$ cat config.mk
export PLATFORM = sky130hd
export DESIGN_NAME = a2rdyn_cfg_regs
export DESIGN_NICKNAME = d
export VERILOG_FILES = /design/src/rtl/core/arm2r_dynamics_terms_top_macros.svh /design/src/rtl/core/a2rdyn_pkg.sv /design/src/rtl/core/a2rdyn_cfg_regs.sv
export SDC_FILE = /design/constraint.sdc
export NUM_CORES = 1
export LEC_CHECK = 0
export ABC_AREA = 1
export CORE_MARGIN = 1
export CORE_UTILIZATION = 35
export CTS_BUF_LIST = sky130_fd_sc_hd__clkbuf_4 sky130_fd_sc_hd__clkbuf_8
export DETAILED_ROUTE_END_ITERATION = 6
export DONT_BUFFER_PORTS = 1
export GPL_TIMING_DRIVEN = 0
export SYNTH_ARGS = -nofsm -noshare
export SYNTH_HDL_FRONTEND = slang
export SYNTH_SLANG_ARGS = --single-unit
$ cat constraint.sdc
create_clock -name clk -period 1.05 [get_ports clk]
set_input_delay 0.1575 -clock clk [delete_from_list [all_inputs] [get_ports clk]]
set_output_delay 0.1575 -clock clk [all_outputs]
set_load 0.01 [all_outputs]
$ cat src/rtl/core/arm2r_dynamics_terms_top_macros.svh
`ifndef ARM2R_DYNAMICS_TERMS_TOP_MACROS_SVH
`define ARM2R_DYNAMICS_TERMS_TOP_MACROS_SVH

// Same-cycle implication, checked on clk and quiet during reset.
`define A2RDYN_ASSERT_IMP(lbl, ante, cons, msg) \
  lbl: assert property (@(posedge clk) disable iff (!rst_n) (ante) |-> (cons)) \
    else $error(msg);

// Next-cycle implication, checked on clk and quiet during reset.
`define A2RDYN_ASSERT_NXT(lbl, ante, cons, msg) \
  lbl: assert property (@(posedge clk) disable iff (!rst_n) (ante) |=> (cons)) \
    else $error(msg);

`endif

$ cat src/rtl/core/a2rdyn_pkg.sv
`timescale 1ns / 1ps
`default_nettype none

package a2rdyn_pkg;

  localparam int ANGLE_BITS     = 16;
  localparam int TRIG_ADDR_BITS = 10;
  localparam int TRIG_N         = 1 << TRIG_ADDR_BITS;
  localparam int TRIG_HALF      = TRIG_N / 2;
  localparam int FRAC_BITS      = ANGLE_BITS - 2;
  localparam int TRIG_W         = 17;
  localparam int TRIG_SW        = 18;

  localparam int ANGLE_W   = 16;
  localparam int RATE_W    = 20;
  localparam int DQ_W      = 24;
  localparam int REG_W     = 24;
  localparam int CFG_IDX_W = 3;
  localparam int OUT_W     = 48;
  localparam int PW        = 80;
  localparam int Q_FRAC    = 16;
  localparam int KSPLIT    = 21;

  localparam longint unsigned HALF_PI_Q30 = 64'd1686629713;
  localparam longint unsigned ONE_Q30     = 64'd1 << 30;

  localparam logic [ANGLE_BITS-1:0] QUARTER = ANGLE_BITS'(1) << (ANGLE_BITS - 2);

  localparam logic [REG_W-1:0]        RST_M1  = 24'd65536;
  localparam logic [REG_W-1:0]        RST_M2  = 24'd65536;
  localparam logic [REG_W-1:0]        RST_L1  = 24'd65536;
  localparam logic [REG_W-1:0]        RST_LC1 = 24'd32768;
  localparam logic [REG_W-1:0]        RST_LC2 = 24'd32768;
  localparam logic [REG_W-1:0]        RST_I1  = 24'd0;
  localparam logic [REG_W-1:0]        RST_I2  = 24'd0;
  localparam logic signed [REG_W-1:0] RST_G0  = 24'sd642908;

  typedef enum logic [CFG_IDX_W-1:0] {
    REG_MASS1   = 3'd0,
    REG_MASS2   = 3'd1,
    REG_LEN1    = 3'd2,
    REG_COM1    = 3'd3,
    REG_COM2    = 3'd4,
    REG_INERT1  = 3'd5,
    REG_INERT2  = 3'd6,
    REG_GRAVITY = 3'd7
  } cfg_idx_e;

  typedef struct packed {
    logic [REG_W-1:0]        m1;
    logic [REG_W-1:0]        m2;
    logic [REG_W-1:0]        l1;
    logic [REG_W-1:0]        lc1;
    logic [REG_W-1:0]        lc2;
    logic [REG_W-1:0]        i1;
    logic [REG_W-1:0]        i2;
    logic signed [REG_W-1:0] g0;
  } cfg_t;

  typedef struct packed {
    logic signed [TRIG_SW-1:0] s2;
    logic signed [TRIG_SW-1:0] c2;
    logic signed [TRIG_SW-1:0] c1;
    logic signed [TRIG_SW-1:0] c12;
  } trig_t;

  typedef struct packed {
    logic                    neg;
    logic [TRIG_ADDR_BITS:0] addr;
  } trig_addr_t;

  typedef logic [TRIG_W-1:0] sine_entry_t;
  typedef logic [TRIG_N:0][TRIG_W-1:0] sine_tab_t;

  // Quarter-wave sine in Q1.16, built from a Q30 Taylor series through x^11.
  function automatic sine_tab_t build_sine_tab();
    sine_tab_t       tab;
    longint unsigned x;
    longint unsigned x2;
    longint unsigned t;
    longint unsigned s;
    int              k;
    for (k = 0; k <= TRIG_N; k++) begin
      x  = (HALF_PI_Q30 * longint'(k) + longint'(TRIG_HALF)) >> TRIG_ADDR_BITS;
      x2 = (x * x) >> 30;
      t  = ONE_Q30;
      t  = ONE_Q30 - ((x2 * t) >> 30) / 64'd110;
      t  = ONE_Q30 - ((x2 * t) >> 30) / 64'd72;
      t  = ONE_Q30 - ((x2 * t) >> 30) / 64'd42;
      t  = ONE_Q30 - ((x2 * t) >> 30) / 64'd20;
      t  = ONE_Q30 - ((x2 * t) >> 30) / 64'd6;
      s = (x * t) >> 30;
      tab[k] = TRIG_W'((s + 64'h2000) >> 14);
    end
    return tab;
  endfunction

  // Quadrant folding: odd quadrants mirror the address, the upper half negates.
  function automatic trig_addr_t sine_addr(input logic [ANGLE_BITS-1:0] a);
    trig_addr_t                              r;
    logic [1:0]                              quad;
    logic [FRAC_BITS+TRIG_ADDR_BITS-1:0]     scaled;
    logic [TRIG_ADDR_BITS:0]                 idx;
    quad   = a[ANGLE_BITS-1 -: 2];
    scaled = {a[FRAC_BITS-1:0], {TRIG_ADDR_BITS{1'b0}}} >> FRAC_BITS;
    idx    = {1'b0, scaled[TRIG_ADDR_BITS-1:0]};
    r.neg  = quad[1];
    r.addr = quad[0] ? ((TRIG_ADDR_BITS + 1)'(TRIG_N) - idx) : idx;
    return r;
  endfunction

  function automatic logic signed [TRIG_SW-1:0] signed_entry(input sine_entry_t e,
                                                             input logic neg);
    logic signed [TRIG_SW-1:0] v;
    v = $signed({1'b0, e});
    return neg ? -v : v;
  endfunction

  function automatic logic signed [PW-1:0] uext(input logic [REG_W-1:0] v);
    return PW'($signed({1'b0, v}));
  endfunction

  // Drop 16 fraction bits, rounding half away from zero.
  function automatic logic signed [PW-1:0] rnd16(input logic signed [PW-1:0] p);
    logic signed [PW-1:0] bias;
    bias = $signed({{(PW - Q_FRAC){1'b0}}, ~p[PW-1], {(Q_FRAC - 1){p[PW-1]}}});
    return (p + bias) >>> Q_FRAC;
  endfunction

  function automatic logic signed [PW-1:0] mulr(input logic signed [PW-1:0] a,
                                                input logic signed [PW-1:0] b);
    logic signed [PW-1:0] p;
    p = a * b;
    return rnd16(p);
  endfunction

endpackage

`default_nettype wire

$ cat src/rtl/core/a2rdyn_cfg_regs.sv
`timescale 1ns / 1ps
`default_nettype none

module a2rdyn_cfg_regs (
  input  logic                             clk,
  input  logic                             rst_n,
  input  logic                             cfg_we,
  input  logic [a2rdyn_pkg::CFG_IDX_W-1:0] cfg_idx,
  input  logic [a2rdyn_pkg::REG_W-1:0]     cfg_wdata,
  output a2rdyn_pkg::cfg_t                 cfg
);
  import a2rdyn_pkg::*;

  cfg_t cfg_r;

  always_ff @(posedge clk) begin
    if (!rst_n) begin
      cfg_r.m1  <= RST_M1;
      cfg_r.m2  <= RST_M2;
      cfg_r.l1  <= RST_L1;
      cfg_r.lc1 <= RST_LC1;
      cfg_r.lc2 <= RST_LC2;
      cfg_r.i1  <= RST_I1;
      cfg_r.i2  <= RST_I2;
      cfg_r.g0  <= RST_G0;
    end else if (cfg_we) begin
      case (cfg_idx_e'(cfg_idx))
        REG_MASS1:   cfg_r.m1  <= cfg_wdata;
        REG_MASS2:   cfg_r.m2  <= cfg_wdata;
        REG_LEN1:    cfg_r.l1  <= cfg_wdata;
        REG_COM1:    cfg_r.lc1 <= cfg_wdata;
        REG_COM2:    cfg_r.lc2 <= cfg_wdata;
        REG_INERT1:  cfg_r.i1  <= cfg_wdata;
        REG_INERT2:  cfg_r.i2  <= cfg_wdata;
        REG_GRAVITY: cfg_r.g0  <= $signed(cfg_wdata);
        default:     cfg_r     <= cfg_r;
      endcase
    end
  end

  assign cfg = cfg_r;

endmodule

`default_nettype wire

* Word level (Yosys, flattened, before mapping) *
Index checks and enable logic that the tools add are counted.

word-level totals
  bits in latches = 0
  memory bits (read-only) = 0
  register bits after elaboration = 192
  output and inout bits = 192
  memories = 0
  logic and storage cells = 24
  memory bits (writable) = 0

operators by class
  reduce and logical (&&, ||, !) cells = 9
  order comparisons = 0
  mux-type cells = 0
  shift-type cells = 0
  add/subtract/negate cells = 0
  bitwise operators = 0
  eq/ne operators = 7
  $mul = 0
  divide/modulo/power cells = 0

operators with widths
  operator              number
  $reduce_and A2 Y1     8
  $eq A3 B3 Y1 const B  4
  $eq A3 B2 Y1 const B  2
  $eq A3 B1 Y1 const B  1
  $logic_not A3 Y1      1

* Longest topological paths before layout *
  depth after elaboration = 2
  mapped depth = 7

* Worst setup path after synthesis *
No wires, ideal clock.

  path kind = input port to flip-flop
  from = input port cfg_idx[0] in the netlist's numbering
  to = register cfg_r (netlist bit cfg[184])
  setup slack = 121 ps
  arrival = 799 ps
  path buffers = 2
  stages = 6
  cells stage by stage = nor2_1 buf_2 buf_2 nand2_1 nand2_1 nand3_1

between the ends
  longest elaborated chain between the ends = 2

ends and longest elaborated chain
  item                                line                   text
  from (decl)                         a2rdyn_cfg_regs.sv:8   input logic [a2rdyn_pkg::CFG_IDX_W-1:0] cfg_idx,
  $logic_not A3 Y1                    a2rdyn_cfg_regs.sv:27  case (cfg_idx_e'(cfg_idx))
  $reduce_and A2 Y1 (no source line)  -
  to (signal assigned)                a2rdyn_cfg_regs.sv:36  default: cfg_r <= cfg_r;
  to (decl)                           a2rdyn_cfg_regs.sv:14  cfg_t cfg_r;

Every way passes these cells.
A chain may end at the register's enable or synchronous reset.

* Final worst setup path *
  from = register cfg_r (netlist bit cfg[145])
  to = output port cfg[145] in the netlist's numbering

RTL lines
  item       line                   text
  to (decl)  a2rdyn_cfg_regs.sv:10  output a2rdyn_pkg::cfg_t cfg

No word-level cell between the ends.

==> metrics.md <==
| Metric | Value |
|---|---|
| Unique masters post-synth | 17 |
| Crit end category | output port |
| Synth area leaders | dfxtp_1, nor2_1, nand3_1, nand2_1, buf_4 |
| Post-Syn Area | 7590 µm² |
| Critical-path maximum fanout | 2 |
| Worst hold path class | in -> reg |
| Largest net degree at the start of global routing | 17 |
| Synth top area share | 50.7% |
| Grt ovf | 0 |
| Final Hold Fails | 0 |
| Via Count | 6843 |
| CTS buffer count | 17 |
| Arrival @ worst endpoint | 0.85 ns |
| Min Tclk post-route | 1.01 ns |
| PD cells | 1600 nW/µm² |
| Post-Route WL | 27100 µm |
| Clock Path Buffers | 2 |
| Fin nets | 1129 |
| Row count | 53 |
| DRC | 0 |
| I/O pin cnt | 222 |
| Worst R2R Setup Slack | 0.38 ns |
| Antenna Nets Post-Route | 0 |
| Vias in the first global route | 6433 |
| Fin crit share | 96.4% |
| Starting Density | 35.9% |
| Seq/Total Area, Yosys | 50.7% |
| Antenna violations before repair | 0 |
| Via density | 4.94 |
| Clock transition at path regs | 0.10 ns |
| CTS sink cnt | 192 |
| First-pass GRT wire length | 39300 µm |
| Yosys reg bits | 192 |
| Fin area | 8690 µm² |
| Die area | 22300 µm² |
| Hold Path Sink | cfg[176] |
| R2R depth | 2 |
| CP required | 0.89 ns |
| DRT iter0 DRCs | 354 |
| Worst slew pin tran | 0.685 ns |
| Fmax | 988 MHz |
| RSZ-0062 raised after global routing | yes |
| All-Layer GR Usage | 24.6% |
| Diode count | 0 |
| Ratio of cells with drive above 1 in the final layout | 25.8% |
| Outcome | finished clean |
| Maxcap violations | 0 |
| Synth Instances | 1068 |
| LEAKAGE | 3.68 nW |
| Final Max Tran Viols | 0 |
| H-tree levels | 4 |
| Max reg flops | 192 |
| Skew final | 0 ns |
| Clk root buf | clkbuf_8 |
| DPL Wire Length | 18600 µm |
| WHS Path Cells | 3 |
| DR WL/cell | 19.6 µm |
| Area Growth Syn to Fin | 14.6% |
| Power, Total | 14.0 mW |
| Max_slew headroom | 54.3% |
| Die span in x | 149 µm |
| Post-DP Area | 7930 µm² |
| Drt first pass iters | 5 |
| Reg-to-Reg End | cfg[111] |
| Core area | 21200 µm² |
| Buffers added on ports | 0 |
| Syn Nets | 1098 |
| VDD IR-drop max | 642 µV |
| Final setup violation count | 0 |
| TritonCTS clock tree | yes |
| Setup CP Type | reg -> out |
| Syn Area/Cell | 7.10 µm² |
| Final GP Congestion | 0.792 |
| Syn. warnings | 0 |
| Worst skew pair latency | 0.46 ns |
| Cell accounting for the most synthesized area | dfxtp_1 |
| Hold_sp | rst_n |
| Critical path launch point type | flip-flop |
| Start of the worst register-to-register path | cfg[111] |
| DIE HEIGHT | 149 µm |
-- cell type report --
class / count / area, µm²
fill: 2254 / 12500
multi-input combinational: 772 / 3210
timing repair buffer: 12 / 120
tap: 275 / 344
clock buffer: 24 / 312
buffer: 73 / 412
sequential: 192 / 4120
inverter: 31 / 116
clock inverter: 7 / 53.8
-- stage by stage --
| step | utilization, % | std cells | setup slack, ns | setup TNS (ns) | hold slack, ns |
|---|---|---|---|---|---|
| finish | 41.1 | 1386 | 0.0378 | 0 | 0.0426 |
| floorplan | - | 1068 | 0.121 | 0 | 0.271 |
| global route | 41.1 | 1386 | -0.00841 | -0.0373 | 0.0343 |
| detailed placement | 37.5 | 1343 | -0.237 | -14.47 | 0.280 |
| global placement | 37.5 | 1343 | -0.224 | -13.54 | 0.275 |
| CTS | 40.3 | 1386 | 0.000138 | 0 | 0.0141 |
-- cell families (layout without fill, tap and decap cells) --
| family | Yosys count | count (layout) | share of synthesized area (%) |
|---|---|---|---|
| buffers and inverters | 104 | 147 | 6.96 |
| flip-flops | 192 | 192 | 50.7 |
| AO/OA/AOI/OAI | 2 | 2 | 0.132 |
| AND/OR/NAND/NOR | 770 | 770 | 42.2 |
-- layout by cell type (no fill, tap or decap), types with 12 or more instances in the layout --
| master | instances |
|---|---|
| nor2_1 | 351 |
| nand2_1 | 225 |
| nand3_1 | 180 |
| dfxtp_2 | 168 |
| buf_4 | 25 |
| inv_1 | 25 |
| buf_2 | 23 |
| clkbuf_8 | 21 |
| dfxtp_4 | 18 |
| buf_1 | 17 |
| dlygate4sd3_1 | 12 |
-- worst reg2reg max path: cells and delay by family, from the launching register on --
| family | cells | cell delay, ns |
|---|---|---|
| simple gates | 1 | 0.09 |
| compound gates | 1 | 0.07 |
| flops | 1 | 0.38 |
-- Yosys cell counts --
library cell	instances
buf_1	17
buf_2	23
buf_4	25
buf_6	2
clkbuf_1	6
dfxtp_1	192
inv_1	25
inv_2	6
nand2_1	225
nand2_2	2
nand2_4	1
nand3_1	180
nor2_1	351
nor2_2	3
nor2_4	7
nor2_8	1
o21ai_0	2
-- metal layers --
layer  routed length, µm  vias up  global-route usage, %  share of wire [%]
li1                    -     3384                      -                  -
met5                   0        -                      0                  0
met3                2440       34                   8.17                9.0
met1               12100     3177                   31.6                 44
met4                 756        0                   9.23                2.8
met2               11900      248                   38.2                 44
-- where the power goes --
group          total (mW)  leakage, nW  switching (mW)  internal, mW
combinational        1.44         1.86            1.02         0.422
sequential           7.87         1.64           0.313          7.55
clock                4.64        0.182            2.67          1.97
-- worst max path at each step --
stage | slack (ns) | start | to | cells after the start
after floorplan | 0.12 | cfg_idx[0] | cfg[184] | 6
after detailed placement | -0.24 | rst_n | cfg[189] | 4
after global routing | -0.008 | cfg[0] | cfg[0] | 0
after global placement | -0.22 | rst_n | cfg[189] | 4
after CTS | 0.0001 | cfg[156] | cfg[156] | 0
final | 0.04 | cfg[145] | cfg[145] | 0
-- repair_timing --
item,4_1_cts,5_1_grt
setup endpoints to repair,88,117
resized for setup,88,116
setup buffers,0,0
gates cloned,0,0
hold buffers,12,0
endpoints found under the hold margin,17,0
No activity file was read; power rests on OpenSTA's default activity.
